`src/rtl/ncr_pkg.sv`:
```
// shared types, token codes and the bcd adjust-and-shift step
// no dependencies
`timescale 1ns / 1ps

package ncr_pkg;

  localparam int VALUE_W    = 31;
  localparam int TOKEN_W    = 4;
  localparam int MAG_W      = 30;
  localparam int DIG_W      = 4;
  localparam int NUM_DIGITS = 9;
  localparam int POS_W      = 4;
  localparam int GROUP      = 4;

  localparam logic [MAG_W-1:0] MAX_MAG = 30'd999999999;

  localparam logic [TOKEN_W-1:0] TOK_LING = 4'd0;
  localparam logic [TOKEN_W-1:0] TOK_SHI  = 4'd10;
  localparam logic [TOKEN_W-1:0] TOK_WAN  = 4'd13;
  localparam logic [TOKEN_W-1:0] TOK_YI   = 4'd14;
  localparam logic [TOKEN_W-1:0] TOK_FU   = 4'd15;

  typedef logic [NUM_DIGITS-1:0][DIG_W-1:0] bcd_t;

  typedef struct packed {
    logic start;
    logic neg;
  } emit_req_t;

  // one double-dabble bit: add three to digits of five and up, then shift in
  function automatic bcd_t dabble(input bcd_t b, input logic bin_bit);
    bcd_t                          adj;
    logic [NUM_DIGITS*DIG_W:0]     wide;
    for (int i = 0; i < NUM_DIGITS; i++) begin
      adj[i] = (b[i] >= 4'd5) ? (b[i] + 4'd3) : b[i];
    end
    wide = {adj, bin_bit};
    return wide[NUM_DIGITS*DIG_W-1:0];
  endfunction

endpackage

```
`src/rtl/ncr_if.sv`:
```
// request channels of the chinese number reading block
// depends on ncr_pkg
`timescale 1ns / 1ps

interface ncr_in_if;
  import ncr_pkg::*;
  logic                      valid;
  logic                      ready;
  logic signed [VALUE_W-1:0] value;
  modport source (output valid, value, input ready);
  modport sink   (input valid, value, output ready);
endinterface

interface ncr_out_if;
  import ncr_pkg::*;
  logic               valid;
  logic               ready;
  logic [TOKEN_W-1:0] token;
  logic               last;
  modport source (output valid, token, last, input ready);
  modport sink   (input valid, token, last, output ready);
endinterface

```
`src/rtl/ncr_bcd.sv`:
```
// iterative binary to bcd converter, two bits per cycle through two chained adjust steps
// depends on ncr_pkg
`timescale 1ns / 1ps

module ncr_bcd (
  input  logic                      clk,
  input  logic                      rst_n,
  input  logic                      start_i,
  input  logic [ncr_pkg::MAG_W-1:0] mag_i,
  output logic                      busy_o,
  output ncr_pkg::bcd_t             digits_o
);
  import ncr_pkg::*;

  localparam int STEPS = MAG_W / 2;
  localparam int CNT_W = $clog2(STEPS + 1);

  logic             busy_r, busy_nxt;
  logic [CNT_W-1:0] cnt_r, cnt_nxt;
  logic [MAG_W-1:0] bin_r, bin_nxt;
  bcd_t             bcd_r, bcd_nxt;
  bcd_t             step1;

  always_comb begin
    step1    = dabble(bcd_r, bin_r[MAG_W-1]);
    busy_nxt = busy_r;
    cnt_nxt  = cnt_r;
    bin_nxt  = bin_r;
    bcd_nxt  = bcd_r;
    if (start_i) begin
      busy_nxt = 1'b1;
      cnt_nxt  = CNT_W'(STEPS);
      bin_nxt  = mag_i;
      bcd_nxt  = '0;
    end else if (busy_r) begin
      bcd_nxt = dabble(step1, bin_r[MAG_W-2]);
      bin_nxt = {bin_r[MAG_W-3:0], 2'b00};
      cnt_nxt = cnt_r - CNT_W'(1);
      if (cnt_r == CNT_W'(1)) begin
        busy_nxt = 1'b0;
      end
    end
  end

  always_ff @(posedge clk) begin
    if (!rst_n) begin
      busy_r <= 1'b0;
      cnt_r  <= '0;
    end else begin
      busy_r <= busy_nxt;
      cnt_r  <= cnt_nxt;
    end
  end

  always_ff @(posedge clk) begin
    bin_r <= bin_nxt;
    bcd_r <= bcd_nxt;
  end

  assign busy_o   = busy_r;
  assign digits_o = bcd_r;

endmodule

```
`src/rtl/ncr_emit.sv`:
```
// token sequencer: walks the nine digits from the top and feeds the output register
// depends on ncr_pkg
`timescale 1ns / 1ps

module ncr_emit (
  input  logic                        clk,
  input  logic                        rst_n,
  input  ncr_pkg::emit_req_t          req_i,
  input  ncr_pkg::bcd_t               digits_i,
  output logic                        busy_o,
  output logic                        out_valid_o,
  input  logic                        out_ready_i,
  output logic [ncr_pkg::TOKEN_W-1:0] out_token_o,
  output logic                        out_last_o
);
  import ncr_pkg::*;

  typedef enum logic [2:0] {
    E_IDLE = 3'b001,
    E_FU   = 3'b010,
    E_DIG  = 3'b100
  } estate_t;

  localparam logic [POS_W-1:0] POS_TOP = POS_W'(NUM_DIGITS - 1);
  localparam logic [POS_W-1:0] POS_WAN = POS_W'(GROUP);

  estate_t            state_r, state_nxt;
  logic [POS_W-1:0]   p_r, p_nxt;
  logic [3:0]         done_r, done_nxt;
  logic               pending_r, pending_nxt;
  logic               higher_r, higher_nxt;
  logic               out_valid_r, out_valid_nxt;
  logic [TOKEN_W-1:0] out_token_r, out_token_nxt;
  logic               out_last_r, out_last_nxt;

  logic [NUM_DIGITS-1:0] nzv;
  logic [NUM_DIGITS-1:0] lowmask;
  logic [DIG_W-1:0]      dig;
  logic [1:0]            place;
  logic                  d_nz, lower_zero, slot_free;
  logic                  wan_owed;
  logic [3:0]            mask, need, sel, rest;
  logic [TOKEN_W-1:0]    tok;
  logic                  adv_pending, adv_higher;

  always_comb begin
    for (int i = 0; i < NUM_DIGITS; i++) begin
      nzv[i] = (digits_i[i] != '0);
    end
    dig        = digits_i[p_r];
    place      = p_r[1:0];
    d_nz       = (dig != '0);
    lowmask    = (NUM_DIGITS'(1) << p_r) - NUM_DIGITS'(1);
    // a token in the upper digits of the wan group still owes the wan word
    wan_owed   = (p_r > POS_WAN) && (p_r < POS_TOP);
    lower_zero = ((nzv & lowmask) == '0) && !wan_owed;
    // ling, digit, unit word, group word
    mask[0] = d_nz && pending_r;
    mask[1] = d_nz;
    mask[2] = d_nz && (place != 2'b00);
    mask[3] = ((p_r == POS_TOP) && d_nz) ||
              ((p_r == POS_WAN) && (|nzv[2*GROUP-1:GROUP]));
    need = mask & ~done_r;
    sel  = need & (~need + 4'd1);
    rest = need & ~sel;
    if (need[0]) begin
      tok = TOK_LING;
    end else if (need[1]) begin
      tok = dig;
    end else if (need[2]) begin
      tok = TOK_SHI - 4'd1 + {2'b00, place};
    end else if (p_r == POS_TOP) begin
      tok = TOK_YI;
    end else begin
      tok = TOK_WAN;
    end
    // zero runs arm a ling only below a nonzero digit and not at a group's units
    adv_pending = d_nz ? 1'b0 : (((place != 2'b00) && higher_r) ? 1'b1 : pending_r);
    adv_higher  = higher_r | d_nz;
  end

  assign slot_free = !out_valid_r || out_ready_i;

  always_comb begin
    state_nxt     = state_r;
    p_nxt         = p_r;
    done_nxt      = done_r;
    pending_nxt   = pending_r;
    higher_nxt    = higher_r;
    out_valid_nxt = out_ready_i ? 1'b0 : out_valid_r;
    out_token_nxt = out_token_r;
    out_last_nxt  = out_last_r;
    case (state_r)
      E_IDLE: begin
        if (req_i.start) begin
          p_nxt       = POS_TOP;
          done_nxt    = '0;
          pending_nxt = 1'b0;
          higher_nxt  = 1'b0;
          state_nxt   = req_i.neg ? E_FU : E_DIG;
        end
      end
      E_FU: begin
        if (slot_free) begin
          out_valid_nxt = 1'b1;
          out_token_nxt = TOK_FU;
          out_last_nxt  = 1'b0;
          state_nxt     = E_DIG;
        end
      end
      E_DIG: begin
        if (nzv == '0) begin
          // zero reads as a lone ling
          if (slot_free) begin
            out_valid_nxt = 1'b1;
            out_token_nxt = TOK_LING;
            out_last_nxt  = 1'b1;
            state_nxt     = E_IDLE;
          end
        end else if (need == '0) begin
          pending_nxt = adv_pending;
          higher_nxt  = adv_higher;
          done_nxt    = '0;
          p_nxt       = p_r - POS_W'(1);
          if (p_r == '0) begin
            state_nxt = E_IDLE;
          end
        end else if (slot_free) begin
          out_valid_nxt = 1'b1;
          out_token_nxt = tok;
          out_last_nxt  = (rest == '0) && lower_zero;
          if (rest == '0) begin
            pending_nxt = adv_pending;
            higher_nxt  = adv_higher;
            done_nxt    = '0;
            p_nxt       = p_r - POS_W'(1);
            if (lower_zero || (p_r == '0)) begin
              state_nxt = E_IDLE;
            end
          end else begin
            done_nxt = done_r | sel;
          end
        end
      end
      default: state_nxt = E_IDLE;
    endcase
  end

  always_ff @(posedge clk) begin
    if (!rst_n) begin
      state_r     <= E_IDLE;
      out_valid_r <= 1'b0;
    end else begin
      state_r     <= state_nxt;
      out_valid_r <= out_valid_nxt;
    end
  end

  always_ff @(posedge clk) begin
    p_r         <= p_nxt;
    done_r      <= done_nxt;
    pending_r   <= pending_nxt;
    higher_r    <= higher_nxt;
    out_token_r <= out_token_nxt;
    out_last_r  <= out_last_nxt;
  end

  assign busy_o      = (state_r != E_IDLE);
  assign out_valid_o = out_valid_r;
  assign out_token_o = out_token_r;
  assign out_last_o  = out_last_r;

endmodule

```
`src/rtl/number_to_chinese_reading_tokens_top.sv`:
```
// Chinese number reading: one signed request in, a run of word tokens out. A request
// carries a 31-bit two's complement value; magnitudes above 999999999 saturate to that,
// sign kept. The reading comes out one token per result request, fu first for negative
// values, digits read in yi, wan and unit groups with shi/bai/qian after each nonzero
// digit above a group's units, a single ling where skipped zeros sit under a higher nonzero
// digit, and the final token flagged by last. One request is worked at a time: in_ready is
// high only while the block is idle. The magnitude is registered, converted to bcd two bits
// a cycle through two chained adjust steps, then read out by a sequencer that emits at most
// one token a cycle and stalls while back pressure holds the output register. The next
// request is taken while the last token still waits in the output register.
// depends on ncr_pkg, ncr_if, ncr_bcd and ncr_emit
`timescale 1ns / 1ps

module number_to_chinese_reading_tokens_top (
  input logic        clk,
  input logic        rst_n,
  ncr_in_if.sink     in_ch,
  ncr_out_if.source  out_ch
);
  import ncr_pkg::*;

  typedef enum logic [3:0] {
    T_IDLE = 4'b0001,
    T_LOAD = 4'b0010,
    T_CONV = 4'b0100,
    T_EMIT = 4'b1000
  } tstate_t;

  tstate_t          state_r, state_nxt;
  logic             neg_r, neg_nxt;
  logic [MAG_W-1:0] mag_r, mag_nxt;

  logic             accept;
  logic             raw_neg;
  logic [VALUE_W-1:0] raw_u, mag_full;
  logic             bcd_start, bcd_busy, emit_busy;
  bcd_t             digits;
  emit_req_t        emit_req;

  assign in_ch.ready = (state_r == T_IDLE);
  assign accept      = in_ch.valid && in_ch.ready;

  // magnitude and saturation, registered before conversion starts
  always_comb begin
    raw_u    = $unsigned(in_ch.value);
    raw_neg  = raw_u[VALUE_W-1];
    mag_full = raw_neg ? (VALUE_W'(0) - raw_u) : raw_u;
    neg_nxt  = neg_r;
    mag_nxt  = mag_r;
    if (accept) begin
      neg_nxt = raw_neg;
      mag_nxt = (mag_full > {1'b0, MAX_MAG}) ? MAX_MAG : mag_full[MAG_W-1:0];
    end
  end

  // request sequencer
  always_comb begin
    state_nxt      = state_r;
    bcd_start      = 1'b0;
    emit_req.start = 1'b0;
    emit_req.neg   = neg_r;
    case (state_r)
      T_IDLE: begin
        if (accept) begin
          state_nxt = T_LOAD;
        end
      end
      T_LOAD: begin
        bcd_start = 1'b1;
        state_nxt = T_CONV;
      end
      T_CONV: begin
        if (!bcd_busy) begin
          emit_req.start = 1'b1;
          state_nxt      = T_EMIT;
        end
      end
      T_EMIT: begin
        if (!emit_busy) begin
          state_nxt = T_IDLE;
        end
      end
      default: state_nxt = T_IDLE;
    endcase
  end

  always_ff @(posedge clk) begin
    if (!rst_n) begin
      state_r <= T_IDLE;
    end else begin
      state_r <= state_nxt;
    end
  end

  always_ff @(posedge clk) begin
    neg_r <= neg_nxt;
    mag_r <= mag_nxt;
  end

  ncr_bcd u_bcd (
    .clk      (clk),
    .rst_n    (rst_n),
    .start_i  (bcd_start),
    .mag_i    (mag_r),
    .busy_o   (bcd_busy),
    .digits_o (digits)
  );

  ncr_emit u_emit (
    .clk         (clk),
    .rst_n       (rst_n),
    .req_i       (emit_req),
    .digits_i    (digits),
    .busy_o      (emit_busy),
    .out_valid_o (out_ch.valid),
    .out_ready_i (out_ch.ready),
    .out_token_o (out_ch.token),
    .out_last_o  (out_ch.last)
  );

endmodule

```
`src/flat_wrapper.sv`:
```
// flat-port wrapper written by rule: the top's interface ports become plain ports
module number_to_chinese_reading_tokens_top_flat import ncr_pkg::*;
  (clk, rst_n, in_ch_valid, in_ch_value, in_ch_ready, out_ch_valid, out_ch_token, out_ch_last, out_ch_ready);
  ncr_in_if in_ch_i ();
  ncr_out_if out_ch_i ();
  input logic clk;
  input logic rst_n;
  input wire logic [$bits(in_ch_i.valid)-1:0] in_ch_valid;
  input wire logic [$bits(in_ch_i.value)-1:0] in_ch_value;
  output wire logic [$bits(in_ch_i.ready)-1:0] in_ch_ready;
  output wire logic [$bits(out_ch_i.valid)-1:0] out_ch_valid;
  output wire logic [$bits(out_ch_i.token)-1:0] out_ch_token;
  output wire logic [$bits(out_ch_i.last)-1:0] out_ch_last;
  input wire logic [$bits(out_ch_i.ready)-1:0] out_ch_ready;
  assign in_ch_i.valid = in_ch_valid;
  assign in_ch_i.value = in_ch_value;
  assign in_ch_ready = in_ch_i.ready;
  assign out_ch_valid = out_ch_i.valid;
  assign out_ch_token = out_ch_i.token;
  assign out_ch_last = out_ch_i.last;
  assign out_ch_i.ready = out_ch_ready;
  number_to_chinese_reading_tokens_top u_core (.clk(clk), .rst_n(rst_n), .in_ch(in_ch_i), .out_ch(out_ch_i));
endmodule
```
`config.mk`:
```
export PLATFORM = sky130hd
export DESIGN_NAME = number_to_chinese_reading_tokens_top_flat
export DESIGN_NICKNAME = d
export VERILOG_FILES = /design/src/rtl/ncr_pkg.sv /design/src/rtl/ncr_if.sv /design/src/rtl/ncr_bcd.sv /design/src/rtl/ncr_emit.sv /design/src/rtl/number_to_chinese_reading_tokens_top.sv /design/src/flat_wrapper.sv
export SDC_FILE = /design/constraint.sdc
export NUM_CORES = 1
export LEC_CHECK = 0
export BUFFER_PORTS_ARGS = -buffer_cell sky130_fd_sc_hd__buf_2
export CAP_MARGIN = 15
export CORE_MARGIN = 4
export CORE_UTILIZATION = 67
export CTS_BUF_LIST = sky130_fd_sc_hd__clkbuf_4
export CTS_CLUSTER_SIZE = 40
export DETAILED_ROUTE_END_ITERATION = 12
export PLACE_DENSITY_LB_ADDON = 0.05
export SYNTH_ARGS = -nofsm -noshare
export SYNTH_HDL_FRONTEND = slang
export SYNTH_SLANG_ARGS = --single-unit
```
`constraint.sdc`:
```
create_clock -name clk -period 6 [get_ports clk]
set_clock_uncertainty 0.05 [all_clocks]
set_input_delay 0.6 -clock clk [delete_from_list [all_inputs] [get_ports clk]]
set_output_delay 0.6 -clock clk [all_outputs]
set_load 0.02 [all_outputs]
```
# After elaboration in Yosys (flattened, before gate mapping)

Cells that the tools add are included.

Logic and storage cells: 234
Input bits: 35
Output and inout bits: 7
Register bits after elaboration: 125

Reduce and logical (&&, ||, !) cells: 39
$add $sub $neg: 24
Bitwise logic cells: 9
$lt $le $gt $ge: 22
Shift operators: 1
Eq/ne operators: 24
Muxes and demuxes: 92

Operator list:

| cell                                                              | number |
|---|---|
| two-way mux 4 bit                                                 | 40 |
| greater-or-equal comparator 4 x 3 -> 1 bit, second input constant | 18 |
| adder 4 x 2 -> 4 bit, second input constant                       | 16 |
| two-way mux 30 bit                                                | 2 |
| nonzero test 4 bit                                                | 10 |
| two-way mux 3 bit                                                 | 12 |
| greater-than comparator 31 x 30 -> 1 bit, second input constant   | 1 |
| two-way mux 31 bit                                                | 1 |
| subtractor 1 x 31 -> 31 bit, first input constant                 | 1 |
| two-way mux 1 bit                                                 | 26 |
| one-hot mux 4 bit (2 select lines)                                | 3 |
| logical NOT 9 bit                                                 | 2 |
| binary-select mux 4 bit (select 4 bit)                            | 1 |
| one-hot mux 4 bit (4 select lines)                                | 1 |
| bitwise AND 4 bit                                                 | 3 |
| logical NOT 4 bit                                                 | 3 |
| inequality test 3 bit, second input constant                      | 4 |
| inequality test 4 bit, second input constant                      | 3 |
| inverter 4 bit                                                    | 3 |
| inequality test 2 bit, second input constant                      | 5 |
| AND reduction 5 bit                                               | 2 |
| bitwise AND 9 bit                                                 | 1 |
| logical AND 1 bit                                                 | 9 |
| one-hot mux 3 bit (3 select lines)                                | 1 |
| 29 further kinds                                                  | 43 |

# Logic depth before layout (Yosys ltp)

Depth in word-level cells: 17
Depth in mapped cells: 16
Mapped depth without buffers: 12

# Cells and area by module

Synthesis repeated with hierarchy kept, for this count alone.

Cells, all modules: 957
Area total of the unflattened synthesis: 8923.6 µm²

Modules (own cells, without submodules):

| module                               | instances | cells an instance | area each (µm²) |
|---|---|---|---|
| ncr_bcd                              | 1         | 451               | 4403.0 |
| number_to_chinese_reading_tokens_top | 1         | 296               | 2708.8 |
| ncr_emit                             | 1         | 210               | 1811.7 |

# Least setup slack after synthesis

OpenSTA, ideal clock, no wires.

Path kind: input to register
Start: input port in_ch_value[7]
End: register u_core.mag_r[18] (data pin)
Arrival time: 3.422 ns
Data required time: 5.697 ns
Stages on the path: 11
Path slack: 2.275 ns
Cells stage by stage: buf_2 or4_4 or4_1 buf_2 o31a_1 or4_4 a211oi_2 a311o_2 nand4_4 buf_6 and2_4

Word-level cells in the longest chain between the ends: 3

RTL lines:

| element                                  | line                                       | source |
|---|---|---|
| from (decl)                              | flat_wrapper.sv:9                          | `input wire logic [$bits(in_ch_i.value)-1:0] in_ch_value;` |
| subtractor 1 x 31 -> 31 bit              | number_to_chinese_reading_tokens_top.sv:47 | `mag_full = raw_neg ? (VALUE_W'(0) - raw_u) : raw_u;` |
| two-way mux 31 bit *                     | number_to_chinese_reading_tokens_top.sv:47 |  |
| greater-than comparator 31 x 30 -> 1 bit | number_to_chinese_reading_tokens_top.sv:52 | `mag_nxt = (mag_full > {1'b0, MAX_MAG}) ? MAX_MAG : mag_full[MAG_W-1:0];` |
| to (signal assigned)                     | number_to_chinese_reading_tokens_top.sv:97 | `mag_r <= mag_nxt;` |
| to (decl)                                | number_to_chinese_reading_tokens_top.sv:31 | `logic [MAG_W-1:0] mag_r, mag_nxt;` |

Every way passes the cells marked *; elsewhere a longest branch is shown, timed or not.
A chain may end at the register's enable or synchronous reset.

# Worst setup path after layout

Start: register u_core.u_emit.p_r[0]
End: register u_core.u_emit.p_r[1] (enable)

Word-level cells in the longest chain between the ends: 14
Elaborated cells between the ends (all ways): 22
Classes of those cells: add/sub: 1; eq/ne: 4; mux: 2; bitwise: 5; reduce/logical: 10

RTL lines:

| element                                 | line            | source |
|---|---|---|
| from (decl)                             | ncr_emit.sv:28  | `logic [POS_W-1:0] p_r, p_nxt;` |
| from (signal assigned)                  | ncr_emit.sv:160 | `p_r <= p_nxt;` |
| binary-select mux 4 bit (select 4 bit)  | ncr_emit.sv:50  | `dig = digits_i[p_r];` |
| two-way mux 4 bit (not written as such) | ncr_emit.sv:50  |  |
| nonzero test 4 bit                      | ncr_emit.sv:52  | `d_nz = (dig != '0);` |
| logical AND 1 bit                       | ncr_emit.sv:61  | `mask[3] = ((p_r == POS_TOP) && d_nz) \|\|` |
| logical OR 1 bit                        | ncr_emit.sv:61  |  |
| bitwise AND 4 bit *                     | ncr_emit.sv:63  | `need = mask & ~done_r;` |
| inverter 4 bit                          | ncr_emit.sv:64  | `sel = need & (~need + 4'd1);` |
| adder 4 x 1 -> 4 bit                    | ncr_emit.sv:64  |  |
| bitwise AND 4 bit                       | ncr_emit.sv:64  |  |
| inverter 4 bit                          | ncr_emit.sv:65  | `rest = need & ~sel;` |
| bitwise AND 4 bit                       | ncr_emit.sv:65  |  |
| logical NOT 4 bit                       | ncr_emit.sv:132 | `if (rest == '0) begin` |
| inequality test 3 bit (no source line)  | n/a             |  |
| AND reduction 5 bit (no source line) *  | n/a             |  |

Every way passes the cells marked *; elsewhere a longest branch is shown, timed or not. The select of a mux whose other input is x is not followed.

==> flow_summary.yaml <==
status:
  status: "finished, final reports clean"
layout:
  stdcell_area_um2: 9530
  layout-drive-gt1-share: 0.147
  finalNetCount: 1077
  antennaDiodeCount: 0
  final_util: 0.722
  area_delta_synth_final_pct: 5.84
cts:
  cts_buffers: 17
  cts_buffer_depth: 2
  cts_resized: 0
  holdBufCountCts: 0
  clk_pin_slew_ns: 0.13
  cts_sinks: 125
  cts_root_buffer: "clkbuf_4"
  clk_latency_ns: 0.54
  post_cts_buffers: 0
  tritoncts: "done"
  htreeDepth: 4
synthesis:
  async_flop_share: 0
  syn_area_um2: 9000
  postSynthCellCount: 980
  synth-compound-area-share: 0.163
  synth-xor-area-share: 0.0477
  synth_seq_cells: 125
  ys_warn_count: 0
  yosys-top-cells-count: "nor2_1 (89), edfxtp_1 (76), a21oi_1 (63)"
  synth_edf_count: 76
  synthMuxAreaShare: 0.0970
  synth_top_family_by_area: "simple AND/OR/NAND/NOR gates"
  synthAdderAreaFrac: 0.0737
  synth_area_per_cell_um2: 9.18
  synth_most_common_cell: "nor2_1"
  syn-num-nets: 1068
  synth_area_leaders: "edfxtp_1 (25%), dfxtp_1 (11%), ha_1 (7.4%), mux2_2 (5.3%), nor2_1 (3.7%)"
  synth_top_area_frac: 0.254
  yosysSeqAreaShare: 0.363
  yosys.area_share.simple: 0.208
  synth_ff_type: "edfxtp_1"
  yosys.cell_types.count: 70
  yosysTopAreaCell: "edfxtp_1"
grt:
  grt_start_max_net_pins: 73
  grt.overflow.total: 0
  grt_pass1_wl_mm: 33.9
  first_global_vias: 6952
  track_usage: 0.277
  antenna_found_initial: 0
place:
  postPlaceCellArea_um2: 9240
  place.detailed.hpwl_mm: 15.0
  gp_congestion: 0.934
  pre_cts_ws_ns: 1.73
  io_buffer_count: 41
routing:
  drt_drc_violations_left: 0
  vias_per_cell: 6.40
  antenna_left: 0
  wire_per_inst_um: 17.6
  first_pass_iters: 6
  routed_wirelength_mm: 20.7
  drt_iter0_drc: 764
  num_vias: 7541
sta:
  setup_viol: 0
  grt_setup_unrepaired: "false"
  worst_slack_ns: 1.94
  period_share: 0.677
  drv_slew: 0
  post-route-min-period_ns: 4.06
  finalHoldViolations: 0
  tightest_slew_ns: 0.891
  setup_tns_ns: 0
  fmax_mhz: 246
  relSlewSlack: 0.406
flow_run:
  drv_cap: 0
floorplanning:
  start_util: 0.682
  io-pin-count: 42
  fp-row-count: 42
  die_h_um: 124
  core-area_um2: 13200
  die_w_um: 124
  dieArea_um2: 15400
setup_path:
  worstPathArrival_ns: 4.19
  cp-start-kind: "register"
  r2r_slack_ns: 1.94
  path_max_fanout: 17
  critPathCaptureType: "register"
  path_class: "register to register"
  required_ns: 6.13
power:
  combPwrFrac: 0.532
  peakVddDrop_v: 0.000474
  power_density_nw_per_um2: 429
  p_leak_nw: 3.61
  clkPwrFrac: 0.151
  p_sw_mw: 1.76
  p_seq_frac: 0.317
  sw_frac_of_total: 0.430
  p_int_mw: 2.33
worst_hold_path:
  min_path_type: "input pin to register"
==> per-layer routing <==
| layer | vias to the layer above | part of all wire | track usage |
|---|---|---|---|
| met4 | 0 | 0.016 | 0.0890 |
| met3 | 34 | 0.063 | 0.0577 |
| met5 | - | 0 | 0 |
| li1 | 3631 | - | - |
| met1 | 3589 | 0.45 | 0.384 |
| met2 | 287 | 0.47 | 0.439 |
==> through the flow <==
stage / power [mW] / hold slack [ns] / cells
2_1_floorplan: 3.01 / 0.406 / 980
3_3_place_gp: 3.31 / 0.423 / 1146
3_5_place_dp: 3.46 / 0.454 / 1146
4_1_cts: 4.08 / 0.211 / 1178
5_1_grt: 4.41 / 0.224 / 1178
6_report: 4.09 / 0.266 / 1178
==> logic make-up after synthesis <==
kind of cell / Yosys count
compound gates: 223
xor+xnor: 49
fa+ha+maj: 53
buf+inv: 107
flops: 125
mux: 77
simple gates: 346
==> power by group through the flow <==
stage	logic (mW)	registers, mW	clock network [mW]
CTS	2.17	1.29	0.627
detailed placement	2.16	1.31	0
global route	2.42	1.32	0.669
floorplan	1.78	1.22	0
finish	2.18	1.30	0.617
global placement	2.01	1.30	0
==> worst paths after layout <==
kind / start / to / cells past startpoint
max: u_core.u_emit.p_r[0] / u_core.u_emit.p_r[1] / 6
min reg2reg: u_core.u_emit.state_r[2] / u_core.u_emit.state_r[2] / 2
max reg2reg: u_core.u_emit.p_r[0] / u_core.u_emit.p_r[1] / 6
min: in_ch_valid / u_core.state_r[1] / 2
==> cell type report <==
type	instances	area (µm²)
fillers	990	3660
well taps	176	220
inverters	51	191
clock inverters	15	161
multi-input cells	748	5320
flip-flops and latches	125	3260
repair buffers	46	243
clock buffers	17	128
==> worst max-delay path, cell delays in order (launching register included) <==
cell	delay [ns]
edfxtp_1	0.95
mux4_2	0.64
a221o_1	0.44
o41ai_1	0.69
and3_1	0.28
o21ai_0	0.10
a22oi_1	0.54
==> state kept, by name, summed over array words and instances (netlist names) <==
register                   flops
u_core.state_r                 4
u_core.u_emit.p_r              4
u_core.u_emit.state_r          3
u_core.u_bcd.busy_o            1
u_core.u_emit.out_valid_o      1
u_core.u_bcd.bin_r            30
u_core.u_emit.pending_r        1
u_core.u_emit.done_r           4
u_core.u_emit.out_token_o      4
u_core.mag_r                  30
u_core.u_bcd.digits_o         36
u_core.neg_r                   1
u_core.u_emit.out_last_o       1
u_core.u_emit.higher_r         1
u_core.u_bcd.cnt_r             4
==> layout by cell type, fill, tap and decap left out, types with 7 or more instances in the layout <==
cell type / n
clkbuf_4: 17
and3_1: 8
o41ai_1: 7
nand4_1: 10
nor2_1: 89
nor3b_1: 29
o31ai_1: 10
nor3_1: 17
o21a_1: 11
buf_2: 41
ha_1: 53
a211oi_1: 33
nand2_1: 48
or3_1: 10
a31oi_1: 7
edfxtp_1: 76
and2_1: 10
mux2i_1: 31
dfxtp_1: 48
xor2_1: 13
inv_1: 51
nor2b_1: 14
nand2b_1: 30
o21ai_0: 39
nor4_1: 15
nand3_1: 30
a21oi_1: 63
xnor2_1: 36
mux2_2: 42
Power figures use the tool's default switching activity.
